File: config.mk
export PLATFORM = sky130hd
export DESIGN_NAME = gtpu_decap_ip_rewrite
export DESIGN_NICKNAME = d
export VERILOG_FILES = /design/src/rtl/gdir_pkg.sv /design/src/rtl/gdir_front.sv /design/src/rtl/gdir_cmd_fifo.sv /design/src/rtl/gdir_back.sv /design/src/rtl/gtpu_decap_ip_rewrite.sv
export SDC_FILE = /design/constraint.sdc
export NUM_CORES = 2
export LEC_CHECK = 0
export ABC_CLOCK_PERIOD_IN_PS = 11100
export BUFFER_PORTS_ARGS = -buffer_cell sky130_fd_sc_hd__buf_2
export CORE_UTILIZATION = 57
export DETAILED_ROUTE_END_ITERATION = 8
export GPL_TIMING_DRIVEN = 0
export PLACE_DENSITY = 0.8
export SETUP_SLACK_MARGIN = 0.3
export SLEW_MARGIN = 40
export SYNTH_ARGS = -nofsm -noshare
export SYNTH_HDL_FRONTEND = slang
export SYNTH_SLANG_ARGS = --single-unit
File: constraint.sdc
create_clock -name clk -period 11.1 [get_ports clk]
set_input_delay 0.555 -clock clk [delete_from_list [all_inputs] [get_ports clk]]
set_output_delay 0.555 -clock clk [all_outputs]
set_load 0.02 [all_outputs]
File: src/rtl/gdir_pkg.sv
// Shared types and constants for the GTP-U decapsulating forwarder.
// Used by every module under rtl; depends on nothing.
package gdir_pkg;

	localparam int ETH_BYTES           = 14;
	localparam int UDP_BYTES           = 8;
	localparam int TUNNEL_HEADER_BYTES = 8;
	localparam int MIN_IP_HDR_BYTES    = 20;
	localparam int MAX_IP_HDR_BYTES    = 60;
	localparam int MAX_INNER_LEN       = 1500;
	localparam int HELD_MAX            = 4;

	localparam int POS_W   = 14;
	localparam int POS_MAX = (1 << POS_W) - 1;
	localparam int OHB_W   = 6;
	localparam int START_W = $clog2(ETH_BYTES + MAX_IP_HDR_BYTES + UDP_BYTES
		+ TUNNEL_HEADER_BYTES + 1);
	localparam int IDX_W   = 5;
	localparam int IDX_SAT = 20;
	localparam int SUM_W   = 20;
	localparam int LEN_W   = 16;
	localparam int HELD_W  = 3;
	localparam int KCNT_W  = 5;

	localparam logic [3:0]  IHL_MASK       = 4'h0f;
	localparam logic [15:0] ETHERTYPE_IPV4 = 16'h0800;

	localparam int FIFO_DEPTH = 32;
	localparam int FIFO_AW    = $clog2(FIFO_DEPTH);

	localparam int CFG_W     = 48;
	localparam int CFG_IDX_W = 3;

	typedef enum logic [CFG_IDX_W-1:0] {
		REG_OLD_SOURCE_IP  = 3'd0,
		REG_NEW_SOURCE_IP  = 3'd1,
		REG_NEW_DEST_IP    = 3'd2,
		REG_NEW_SOURCE_MAC = 3'd3,
		REG_NEW_DEST_MAC   = 3'd4
	} cfg_reg_t;

	typedef enum logic [1:0] {
		MODE_PARSE,
		MODE_FORWARD,
		MODE_DONE
	} frame_mode_t;

	typedef enum logic [1:0] {
		CMD_HOLD,
		CMD_START,
		CMD_BYTE
	} cmd_kind_t;

	typedef struct packed {
		logic [7:0] in_byte;
		logic       in_last;
	} rx_item_t;

	typedef struct packed {
		logic [7:0] out_byte;
		logic       out_last;
	} tx_item_t;

	// Command from the parser to the emitter.
	typedef struct packed {
		cmd_kind_t         kind;
		logic [7:0]        data;
		logic [IDX_W-1:0]  idx;
		logic [HELD_W-1:0] held;
		logic              last;
	} cmd_t;

	typedef struct packed {
		logic [31:0] old_source_ip;
		logic [31:0] new_source_ip;
		logic [31:0] new_dest_ip;
		logic [47:0] new_source_mac;
		logic [47:0] new_dest_mac;
	} cfg_t;

endpackage

File: src/rtl/gdir_front.sv
// Frame parser: tracks outer headers, checks the outer source and turns
// inner bytes into commands for the emitter. Depends on gdir_pkg.
module gdir_front import gdir_pkg::*; (
	input  logic        clk,
	input  logic        arst_n,
	input  logic        accept,
	input  rx_item_t    rx_item,
	input  logic [31:0] old_source_ip,
	output logic        cmd_push,
	output cmd_t        cmd
);

	logic [POS_W-1:0] byte_position_q, byte_position_d;
	logic [OHB_W-1:0] outer_header_bytes_q, outer_header_bytes_d;
	logic             source_matches_q, source_matches_d;
	logic [LEN_W-1:0] inner_total_length_q, inner_total_length_d;
	logic [LEN_W-1:0] emitted_count_q, emitted_count_d;
	frame_mode_t      frame_mode_q, frame_mode_d;

	logic [START_W-1:0] start;
	logic [POS_W-1:0]   off;
	logic               in_zone;
	logic [LEN_W-1:0]   total_len;
	logic [LEN_W-1:0]   emitted_inc;
	logic [HELD_W-1:0]  held;
	logic               ends;
	logic [1:0]         ip_sel;
	logic [5:0]         ihl_bytes;

	assign start = START_W'(ETH_BYTES + UDP_BYTES + TUNNEL_HEADER_BYTES)
		+ START_W'(outer_header_bytes_q);
	assign off = byte_position_q - POS_W'(start);
	assign in_zone = (byte_position_q > POS_W'(ETH_BYTES))
		&& (byte_position_q >= POS_W'(start));
	assign total_len = {inner_total_length_q[15:8], rx_item.in_byte};
	assign emitted_inc = emitted_count_q + LEN_W'(1);
	assign ip_sel = 2'(5'd29 - byte_position_q[4:0]);
	assign ihl_bytes = {rx_item.in_byte[3:0] & IHL_MASK, 2'b00};
	assign held = (total_len < LEN_W'(HELD_MAX)) ? HELD_W'(total_len) : HELD_W'(HELD_MAX);

	always_comb begin
		byte_position_d      = byte_position_q;
		outer_header_bytes_d = outer_header_bytes_q;
		source_matches_d     = source_matches_q;
		inner_total_length_d = inner_total_length_q;
		emitted_count_d      = emitted_count_q;
		frame_mode_d         = frame_mode_q;
		cmd_push             = 1'b0;
		cmd.kind             = CMD_HOLD;
		cmd.data             = rx_item.in_byte;
		cmd.idx              = IDX_W'(off[1:0]);
		cmd.held             = held;
		cmd.last             = 1'b0;
		ends                 = 1'b0;

		if (accept) begin
			unique case (frame_mode_q)
				MODE_PARSE: begin
					if (byte_position_q == POS_W'(ETH_BYTES))
						outer_header_bytes_d = (ihl_bytes < 6'(MIN_IP_HDR_BYTES))
							? OHB_W'(MIN_IP_HDR_BYTES) : ihl_bytes;
					if (byte_position_q >= POS_W'(26) && byte_position_q <= POS_W'(29)
						&& rx_item.in_byte != old_source_ip[{ip_sel, 3'b000} +: 8])
						source_matches_d = 1'b0;
					if (in_zone) begin
						cmd_push = 1'b1;
						if (off[1:0] == 2'd2)
							inner_total_length_d = {rx_item.in_byte, 8'h00};
						if (off[1:0] == 2'd3) begin
							inner_total_length_d = total_len;
							if (!source_matches_q || total_len > LEN_W'(MAX_INNER_LEN)) begin
								frame_mode_d = MODE_DONE;
							end else begin
								ends = (total_len <= LEN_W'(HELD_MAX)) || rx_item.in_last;
								cmd.kind = CMD_START;
								cmd.last = ends;
								emitted_count_d = LEN_W'(held);
								frame_mode_d = ends ? MODE_DONE : MODE_FORWARD;
							end
						end
					end
				end
				MODE_FORWARD: begin
					ends = (emitted_inc >= inner_total_length_q) || rx_item.in_last;
					cmd_push = 1'b1;
					cmd.kind = CMD_BYTE;
					cmd.idx = (off >= POS_W'(IDX_SAT)) ? IDX_W'(IDX_SAT) : off[IDX_W-1:0];
					cmd.last = ends;
					emitted_count_d = emitted_inc;
					if (ends)
						frame_mode_d = MODE_DONE;
				end
				MODE_DONE: begin
				end
				default: begin
				end
			endcase

			if (byte_position_q < POS_W'(POS_MAX))
				byte_position_d = byte_position_q + POS_W'(1);

			// in_last always starts a new frame
			if (rx_item.in_last) begin
				byte_position_d      = '0;
				outer_header_bytes_d = '0;
				source_matches_d     = 1'b1;
				inner_total_length_d = '0;
				emitted_count_d      = '0;
				frame_mode_d         = MODE_PARSE;
			end
		end
	end

	always_ff @(posedge clk or negedge arst_n) begin
		if (!arst_n) begin
			byte_position_q      <= '0;
			outer_header_bytes_q <= '0;
			source_matches_q     <= 1'b1;
			inner_total_length_q <= '0;
			emitted_count_q      <= '0;
			frame_mode_q         <= MODE_PARSE;
		end else begin
			byte_position_q      <= byte_position_d;
			outer_header_bytes_q <= outer_header_bytes_d;
			source_matches_q     <= source_matches_d;
			inner_total_length_q <= inner_total_length_d;
			emitted_count_q      <= emitted_count_d;
			frame_mode_q         <= frame_mode_d;
		end
	end

endmodule

File: src/rtl/gdir_cmd_fifo.sv
// Command queue between parser and emitter, FIFO_DEPTH entries.
// Depends on gdir_pkg for the command type and depth.
module gdir_cmd_fifo import gdir_pkg::*; (
	input  logic clk,
	input  logic arst_n,
	input  logic wr,
	input  cmd_t wdata,
	output logic full,
	input  logic rd,
	output cmd_t rdata,
	output logic empty
);

	cmd_t               mem_q [FIFO_DEPTH];
	logic [FIFO_AW-1:0] wr_ptr_q;
	logic [FIFO_AW-1:0] rd_ptr_q;
	logic [FIFO_AW:0]   count_q;

	assign full  = (count_q == (FIFO_AW+1)'(FIFO_DEPTH));
	assign empty = (count_q == '0);
	assign rdata = mem_q[rd_ptr_q];

	always_ff @(posedge clk) begin
		if (wr)
			mem_q[wr_ptr_q] <= wdata;
	end

	always_ff @(posedge clk or negedge arst_n) begin
		if (!arst_n) begin
			wr_ptr_q <= '0;
			rd_ptr_q <= '0;
			count_q  <= '0;
		end else begin
			if (wr)
				wr_ptr_q <= wr_ptr_q + FIFO_AW'(1);
			if (rd)
				rd_ptr_q <= rd_ptr_q + FIFO_AW'(1);
			if (wr && !rd)
				count_q <= count_q + (FIFO_AW+1)'(1);
			else if (rd && !wr)
				count_q <= count_q - (FIFO_AW+1)'(1);
		end
	end

endmodule

File: src/rtl/gdir_back.sv
// Frame emitter: builds the Ethernet header, replays held inner bytes,
// rewrites addresses and checksum, and drives the output register.
// Depends on gdir_pkg.
module gdir_back import gdir_pkg::*; (
	input  logic     clk,
	input  logic     arst_n,
	input  cmd_t     head,
	input  logic     head_empty,
	output logic     head_pop,
	input  cfg_t     cfg,
	output tx_item_t tx_item,
	output logic     empty,
	input  logic     pop
);

	logic [7:0]        hold_q [HELD_MAX];
	logic [SUM_W-1:0]  checksum_sum_q, checksum_sum_d;
	logic              bursting_q, bursting_d;
	logic [KCNT_W-1:0] k_q, k_d;
	logic [KCNT_W-1:0] total_q, total_d;
	logic              ends_q, ends_d;
	tx_item_t          out_q;
	logic              out_valid_q;

	logic             adv;
	logic             emit;
	tx_item_t         emit_item;
	logic [SUM_W-1:0] cs_s;
	logic [16:0]      cs_f;
	logic [15:0]      cs_g;
	logic [15:0]      csum;
	logic [2:0]       mac_sel;
	logic [1:0]       hold_sel;
	logic [1:0]       ip_sel;
	logic             hold_wr;
	logic [1:0]       hold_wr_idx;

	function automatic logic [SUM_W-1:0] sum_term(input logic odd, input logic [7:0] b);
		sum_term = odd ? SUM_W'(b) : SUM_W'({b, 8'h00});
	endfunction

	assign tx_item = out_q;
	assign empty   = !out_valid_q;
	assign adv     = !out_valid_q || pop;

	// ones-complement checksum over bytes 0..9 plus the new addresses
	assign cs_s = checksum_sum_q
		+ SUM_W'(cfg.new_source_ip[31:16]) + SUM_W'(cfg.new_source_ip[15:0])
		+ SUM_W'(cfg.new_dest_ip[31:16]) + SUM_W'(cfg.new_dest_ip[15:0]);
	assign cs_f = 17'(cs_s[SUM_W-1:16]) + 17'(cs_s[15:0]);
	assign cs_g = cs_f[15:0] + 16'(cs_f[16]);
	assign csum = ~cs_g;

	assign mac_sel  = 3'(5'd5 - (k_q >= KCNT_W'(6) ? k_q - KCNT_W'(6) : k_q));
	assign hold_sel = 2'(k_q - KCNT_W'(ETH_BYTES));
	assign ip_sel   = 2'(~head.idx[1:0]);

	always_comb begin
		checksum_sum_d      = checksum_sum_q;
		bursting_d          = bursting_q;
		k_d                 = k_q;
		total_d             = total_q;
		ends_d              = ends_q;
		head_pop            = 1'b0;
		emit                = 1'b0;
		emit_item.out_byte  = head.data;
		emit_item.out_last  = head.last;
		hold_wr             = 1'b0;
		hold_wr_idx         = head.idx[1:0];

		if (bursting_q) begin
			if (adv) begin
				emit = 1'b1;
				emit_item.out_last = (k_q + KCNT_W'(1) == total_q) && ends_q;
				if (k_q < KCNT_W'(6))
					emit_item.out_byte = cfg.new_dest_mac[{mac_sel, 3'b000} +: 8];
				else if (k_q < KCNT_W'(12))
					emit_item.out_byte = cfg.new_source_mac[{mac_sel, 3'b000} +: 8];
				else if (k_q == KCNT_W'(12))
					emit_item.out_byte = ETHERTYPE_IPV4[15:8];
				else if (k_q == KCNT_W'(13))
					emit_item.out_byte = ETHERTYPE_IPV4[7:0];
				else begin
					emit_item.out_byte = hold_q[hold_sel];
					checksum_sum_d = checksum_sum_q + sum_term(hold_sel[0], hold_q[hold_sel]);
				end
				k_d = k_q + KCNT_W'(1);
				if (k_q + KCNT_W'(1) == total_q)
					bursting_d = 1'b0;
			end
		end else if (!head_empty) begin
			unique case (head.kind)
				CMD_HOLD: begin
					head_pop = 1'b1;
					hold_wr  = 1'b1;
				end
				CMD_START: begin
					if (adv) begin
						head_pop    = 1'b1;
						hold_wr     = 1'b1;
						hold_wr_idx = 2'd3;
						// first destination MAC byte goes out with the start
						emit = 1'b1;
						emit_item.out_byte = cfg.new_dest_mac[47:40];
						emit_item.out_last = 1'b0;
						checksum_sum_d = '0;
						bursting_d = 1'b1;
						k_d = KCNT_W'(1);
						total_d = KCNT_W'(ETH_BYTES) + KCNT_W'(head.held);
						ends_d = head.last;
					end
				end
				CMD_BYTE: begin
					if (adv) begin
						head_pop = 1'b1;
						emit = 1'b1;
						if (head.idx <= IDX_W'(9))
							checksum_sum_d = checksum_sum_q + sum_term(head.idx[0], head.data);
						if (head.idx == IDX_W'(10))
							emit_item.out_byte = csum[15:8];
						else if (head.idx == IDX_W'(11))
							emit_item.out_byte = csum[7:0];
						else if (head.idx >= IDX_W'(12) && head.idx <= IDX_W'(15))
							emit_item.out_byte = cfg.new_source_ip[{ip_sel, 3'b000} +: 8];
						else if (head.idx >= IDX_W'(16) && head.idx <= IDX_W'(19))
							emit_item.out_byte = cfg.new_dest_ip[{ip_sel, 3'b000} +: 8];
					end
				end
				default: begin
					head_pop = 1'b1;
				end
			endcase
		end
	end

	always_ff @(posedge clk) begin
		if (hold_wr)
			hold_q[hold_wr_idx] <= head.data;
		if (emit)
			out_q <= emit_item;
	end

	always_ff @(posedge clk or negedge arst_n) begin
		if (!arst_n) begin
			checksum_sum_q <= '0;
			bursting_q     <= 1'b0;
			k_q            <= '0;
			total_q        <= '0;
			ends_q         <= 1'b0;
			out_valid_q    <= 1'b0;
		end else begin
			checksum_sum_q <= checksum_sum_d;
			bursting_q     <= bursting_d;
			k_q            <= k_d;
			total_q        <= total_d;
			ends_q         <= ends_d;
			if (emit)
				out_valid_q <= 1'b1;
			else if (pop)
				out_valid_q <= 1'b0;
		end
	end

endmodule

File: src/rtl/gtpu_decap_ip_rewrite.sv
// Top level of the GTP-U decapsulating forwarder: configuration registers,
// parser, command queue and emitter. Depends on gdir_pkg and the gdir_* modules.
//
//   channel   handshake             payload
//   ------    --------------------  ---------------------------
//   rx        push / full           rx_item (in_byte, in_last)
//   tx        empty / pop           tx_item (out_byte, out_last)
//   cfg       cfg_write             cfg_index, cfg_data
//
// One received byte is taken per cycle while full is low; full rises only when
// the 32-entry command queue is full. The emitter sends one byte per cycle
// while its output register is empty or popped; a kept frame's start sends 14
// header and up to 4 held bytes. Reset asynchronously clears control state and
// configuration, not queue, held or output data. Either side may stall at any
// time; the output register can refill in the cycle it is popped.
module gtpu_decap_ip_rewrite import gdir_pkg::*; (
	input  logic                 clk,
	input  logic                 arst_n,
	input  logic                 push,
	output logic                 full,
	input  rx_item_t             rx_item,
	output logic                 empty,
	input  logic                 pop,
	output tx_item_t             tx_item,
	input  logic                 cfg_write,
	input  logic [CFG_IDX_W-1:0] cfg_index,
	input  logic [CFG_W-1:0]     cfg_data
);

	cfg_t cfg_q;
	logic accept;
	logic cmd_push;
	cmd_t cmd;
	cmd_t head;
	logic head_empty;
	logic head_pop;

	assign accept = push && !full;

	always_ff @(posedge clk or negedge arst_n) begin
		if (!arst_n) begin
			cfg_q <= '0;
		end else if (cfg_write) begin
			unique case (cfg_reg_t'(cfg_index))
				REG_OLD_SOURCE_IP:  cfg_q.old_source_ip  <= cfg_data[31:0];
				REG_NEW_SOURCE_IP:  cfg_q.new_source_ip  <= cfg_data[31:0];
				REG_NEW_DEST_IP:    cfg_q.new_dest_ip    <= cfg_data[31:0];
				REG_NEW_SOURCE_MAC: cfg_q.new_source_mac <= cfg_data;
				REG_NEW_DEST_MAC:   cfg_q.new_dest_mac   <= cfg_data;
				default: begin
				end
			endcase
		end
	end

	gdir_front u_front (
		.clk           (clk),
		.arst_n        (arst_n),
		.accept        (accept),
		.rx_item       (rx_item),
		.old_source_ip (cfg_q.old_source_ip),
		.cmd_push      (cmd_push),
		.cmd           (cmd)
	);

	gdir_cmd_fifo u_fifo (
		.clk    (clk),
		.arst_n (arst_n),
		.wr     (cmd_push),
		.wdata  (cmd),
		.full   (full),
		.rd     (head_pop),
		.rdata  (head),
		.empty  (head_empty)
	);

	gdir_back u_back (
		.clk        (clk),
		.arst_n     (arst_n),
		.head       (head),
		.head_empty (head_empty),
		.head_pop   (head_pop),
		.cfg        (cfg_q),
		.tx_item    (tx_item),
		.empty      (empty),
		.pop        (pop)
	);

endmodule
==> impl_metrics.ini <==
[yosys]
synth_area_um2 = 45000
netlist_top_cells_count = 649 x edfxtp_1, 293 x dfrtp_1, 219 x nand2_1, 205 x inv_1, 186 x mux4_2
yosysUniqueCellTypes = 87
syn_area_per_cell_um2 = 14.2
ys.warnings.count = 0
synth-edff-count = 649
yosysSeqAreaShare = 0.596
synth.most_common_cell = edfxtp_1
synth_area_leaders = edfxtp_1 43%, dfrtp_1 16%, mux4_2 9.3%
yosysTopAreaCellShare = 0.433
synth_flop_cell = edfxtp_1
async_flop_share = 0.312
synth_nets = 3396
yosysTopAreaCell = edfxtp_1
ys_ff_latch = 943
synth_cells = 3172

[hold_path]
hp-start = cfg_data[36]
hold_path_class = input port to flip-flop

[grt]
grt_pass1_vias = 30640
grt_antenna_before_repair = 5
globalRouteOverflowTotal = 0
track_usage = 0.334
grt_max_degree = 75
grt_pass1_wl_mm = 197

[power_and_ir_drop]
pwr-share-comb = 0.561
ir_worst_vdd_uv = 442
p_total_mw = 17.7
clkPwrFrac = 0.184
p_sw_frac = 0.441
leakagePower_nw = 19.0
switching_power_mw = 7.80
internal_power_mw = 9.88
power_frac_seq = 0.255
pwr_density_cell_nw_per_um2 = 345

[finish]
areaGrowthSynthToFinish_pct = 14.0
final-seq-area_um2 = 26800
nets = 3617
layout-drive-gt1-share = 0.210
n_fill_cell = 5161
multi_input_area_um2 = 17100

[clocking]
numCtsBuffers = 94
worstSkewPairLatency_ps = 700
clock_sinks = 943
clock-root-buffer = clkbuf_16
postCtsSetupBuffers = 0
clk_pin_slew_worst_paths_ps = 60
clk_path_buf_depth = 3
h-tree-depth = 3
cts_tree = built

[worst_setup_path]
critPathSlowestCell = or4bb_1
rr_endpoint = u_back.tx_item[4]$_DFFE_PP_
worstReg2RegStart = cfg_q[98]$_DFFE_PN0P_
r2r_slack_ps = 1980
endpoint = u_back.tx_item[4]$_DFFE_PP_
r2r_cells = 34
required_ps = 11500
cp-end-kind = flip-flop
slowest_delay_ps = 560
crit_path_start = cfg_q[98]$_DFFE_PN0P_
cp_max_fo = 5
arrival_ps = 9520
path_class = flip-flop to flip-flop
crit_path_start_kind = flip-flop

[routing]
drt_iter0_markers = 4382
drt_pass1_iterations = 6
via_count = 30667
vias_per_cell = 6.79
route.detailed.drc = 0
wl_mm = 134
wire_per_inst_um = 29.7
drtAntennaViolNets = 0

[sta]
final.setup.worst_slack_ps = 1980
period_minus_slack_ps = 9120
final_hold_viol_count = 0
setup_tns_ps = 0
tightestPinTransition_ps = 949
finClkSkew_ps = 80.7
finalCritPeriodShare = 0.821
slew_headroom = 0.366
drv_slew = 0
setup_viol_count_final = 0
rsz0062_at_grt = no
timing.fmax_mhz = 110

[run]
drv_cap = 0

[floorplan]
io_pins = 76
fp-row-count = 102
die_w_um = 283
core_um2 = 77800
initial_utilization = 0.578
die_area_um2 = 80100
die_h_um = 283

[place]
routabilityCongestion = 0.970
dp_slack_ps = 2130
hpwl_mm = 89.0
port_buffers = 74

[status]
status = completed
layout by cell type (no fill, tap or decap), types with 94 or more instances in the layout:
cell / synthesis / layout
nor2_1: 158 / 121
a21oi_1: 138 / 136
dfrtp_1: 293 / 293
mux4_2: 186 / 186
edfxtp_1: 649 / 649
ha_1: 107 / 107
clkbuf_1: 99 / 114
buf_2: 25 / 103
o21ai_0: 138 / 138
mux2_2: 154 / 154
inv_1: 205 / 205
nand2_1: 219 / 218
clkbuf_16: 0 / 94
logic make-up (layout without fill, tap and decap cells):
kind of cell,Yosys count,after routing,synth area share
buffers and inverters,355,654,0.0322
muxes,419,419,0.149
xor gates and xnor gates,106,106,0.0206
other,0,3,0
and+or+nand+nor,624,624,0.0655
adders and majority gates,159,159,0.0529
DFF,943,943,0.596
AOI/OAI and AO/OA,566,566,0.0830
area by class of cell:
cell class | count | area share
diodes | 3 | 0.000146
plain buffers | 148 | 0.0133
clock buffers | 119 | 0.0486
clock inverters | 55 | 0.0125
inverters | 207 | 0.0151
multi-input cells | 1874 | 0.333
flip-flops and latches | 943 | 0.523
well taps | 1040 | 0.0253
repair buffers | 125 | 0.0290
worst min path at each step:
stage	endpoint	slack, ps	cells after the start
2_1_floorplan	cfg_q[0]$_DFFE_PN0P_	260	0
3_3_place_gp	u_front.source_matches_q$_DFFE_PN1P_	480	2
3_5_place_dp	cfg_q[122]$_DFFE_PN0P_	470	1
4_1_cts	cfg_q[84]$_DFFE_PN0P_	120	2
5_1_grt	cfg_q[84]$_DFFE_PN0P_	130	2
6_report	cfg_q[84]$_DFFE_PN0P_	140	2
worst max-delay path, delay by kind of cell (launching register included):
family | cells | cell delay (ps)
simple gates | 10 | 2790
xor+xnor | 2 | 260
flops | 1 | 350
compound gates | 12 | 2640
buf+inv | 4 | 260
fa+ha+maj | 6 | 2530
through the flow:
stage	utilization	area (µm²)	std cells	hold slack, ps
2_1_floorplan	-	45000	3172	259
3_3_place_gp	0.600	46700	4286	477
3_5_place_dp	0.618	48100	4336	469
4_1_cts	0.659	51300	4511	116
5_1_grt	0.659	51300	4512	128
6_report	0.659	51300	4514	138
state kept, by name, indices dropped and copies added (netlist names), 2 cells and up:
name                          count
u_front.frame_mode_q              2
u_back.k_q                        5
u_fifo.count_q                    6
u_front.outer_header_bytes_q      4
u_back.hold_q                    32
u_front.inner_total_length_q     16
u_fifo.wr_ptr_q                   5
u_front.byte_position_q          14
u_back.tx_item                    9
u_back.checksum_sum_q            20
u_fifo.mem_q                    608
u_back.total_q                    5
cfg_q                           192
u_fifo.rd_ptr_q                   5
u_front.emitted_count_q          16
timing repair:
action / 4_1_cts / 5_1_grt
gates resized for setup: 0 / 0
setup endpoints to repair: 0 / 0
hold buffers: 1 / 0
hold endpoints to repair: 36 / 0
power by group through the flow:
| stage | clock (mW) | combinational [mW] | sequential, mW |
|---|---|---|---|
| 6_report | 3.26 | 9.92 | 4.51 |
| 3_3_place_gp | 0 | 9.29 | 4.55 |
| 2_1_floorplan | 0 | 6.99 | 4.49 |
| 3_5_place_dp | 0 | 9.57 | 4.56 |
| 5_1_grt | 3.38 | 10.7 | 4.53 |
| 4_1_cts | 3.26 | 9.72 | 4.50 |
per-layer routing:
layer,global-route usage,part of all wire,up-vias
li1,-,-,12480
met1,0.425,0.35,15271
met2,0.526,0.47,2330
met3,0.0826,0.12,580
met4,0.189,0.062,6
met5,0,0.00028,-
Power figures use the tool's default switching activity.
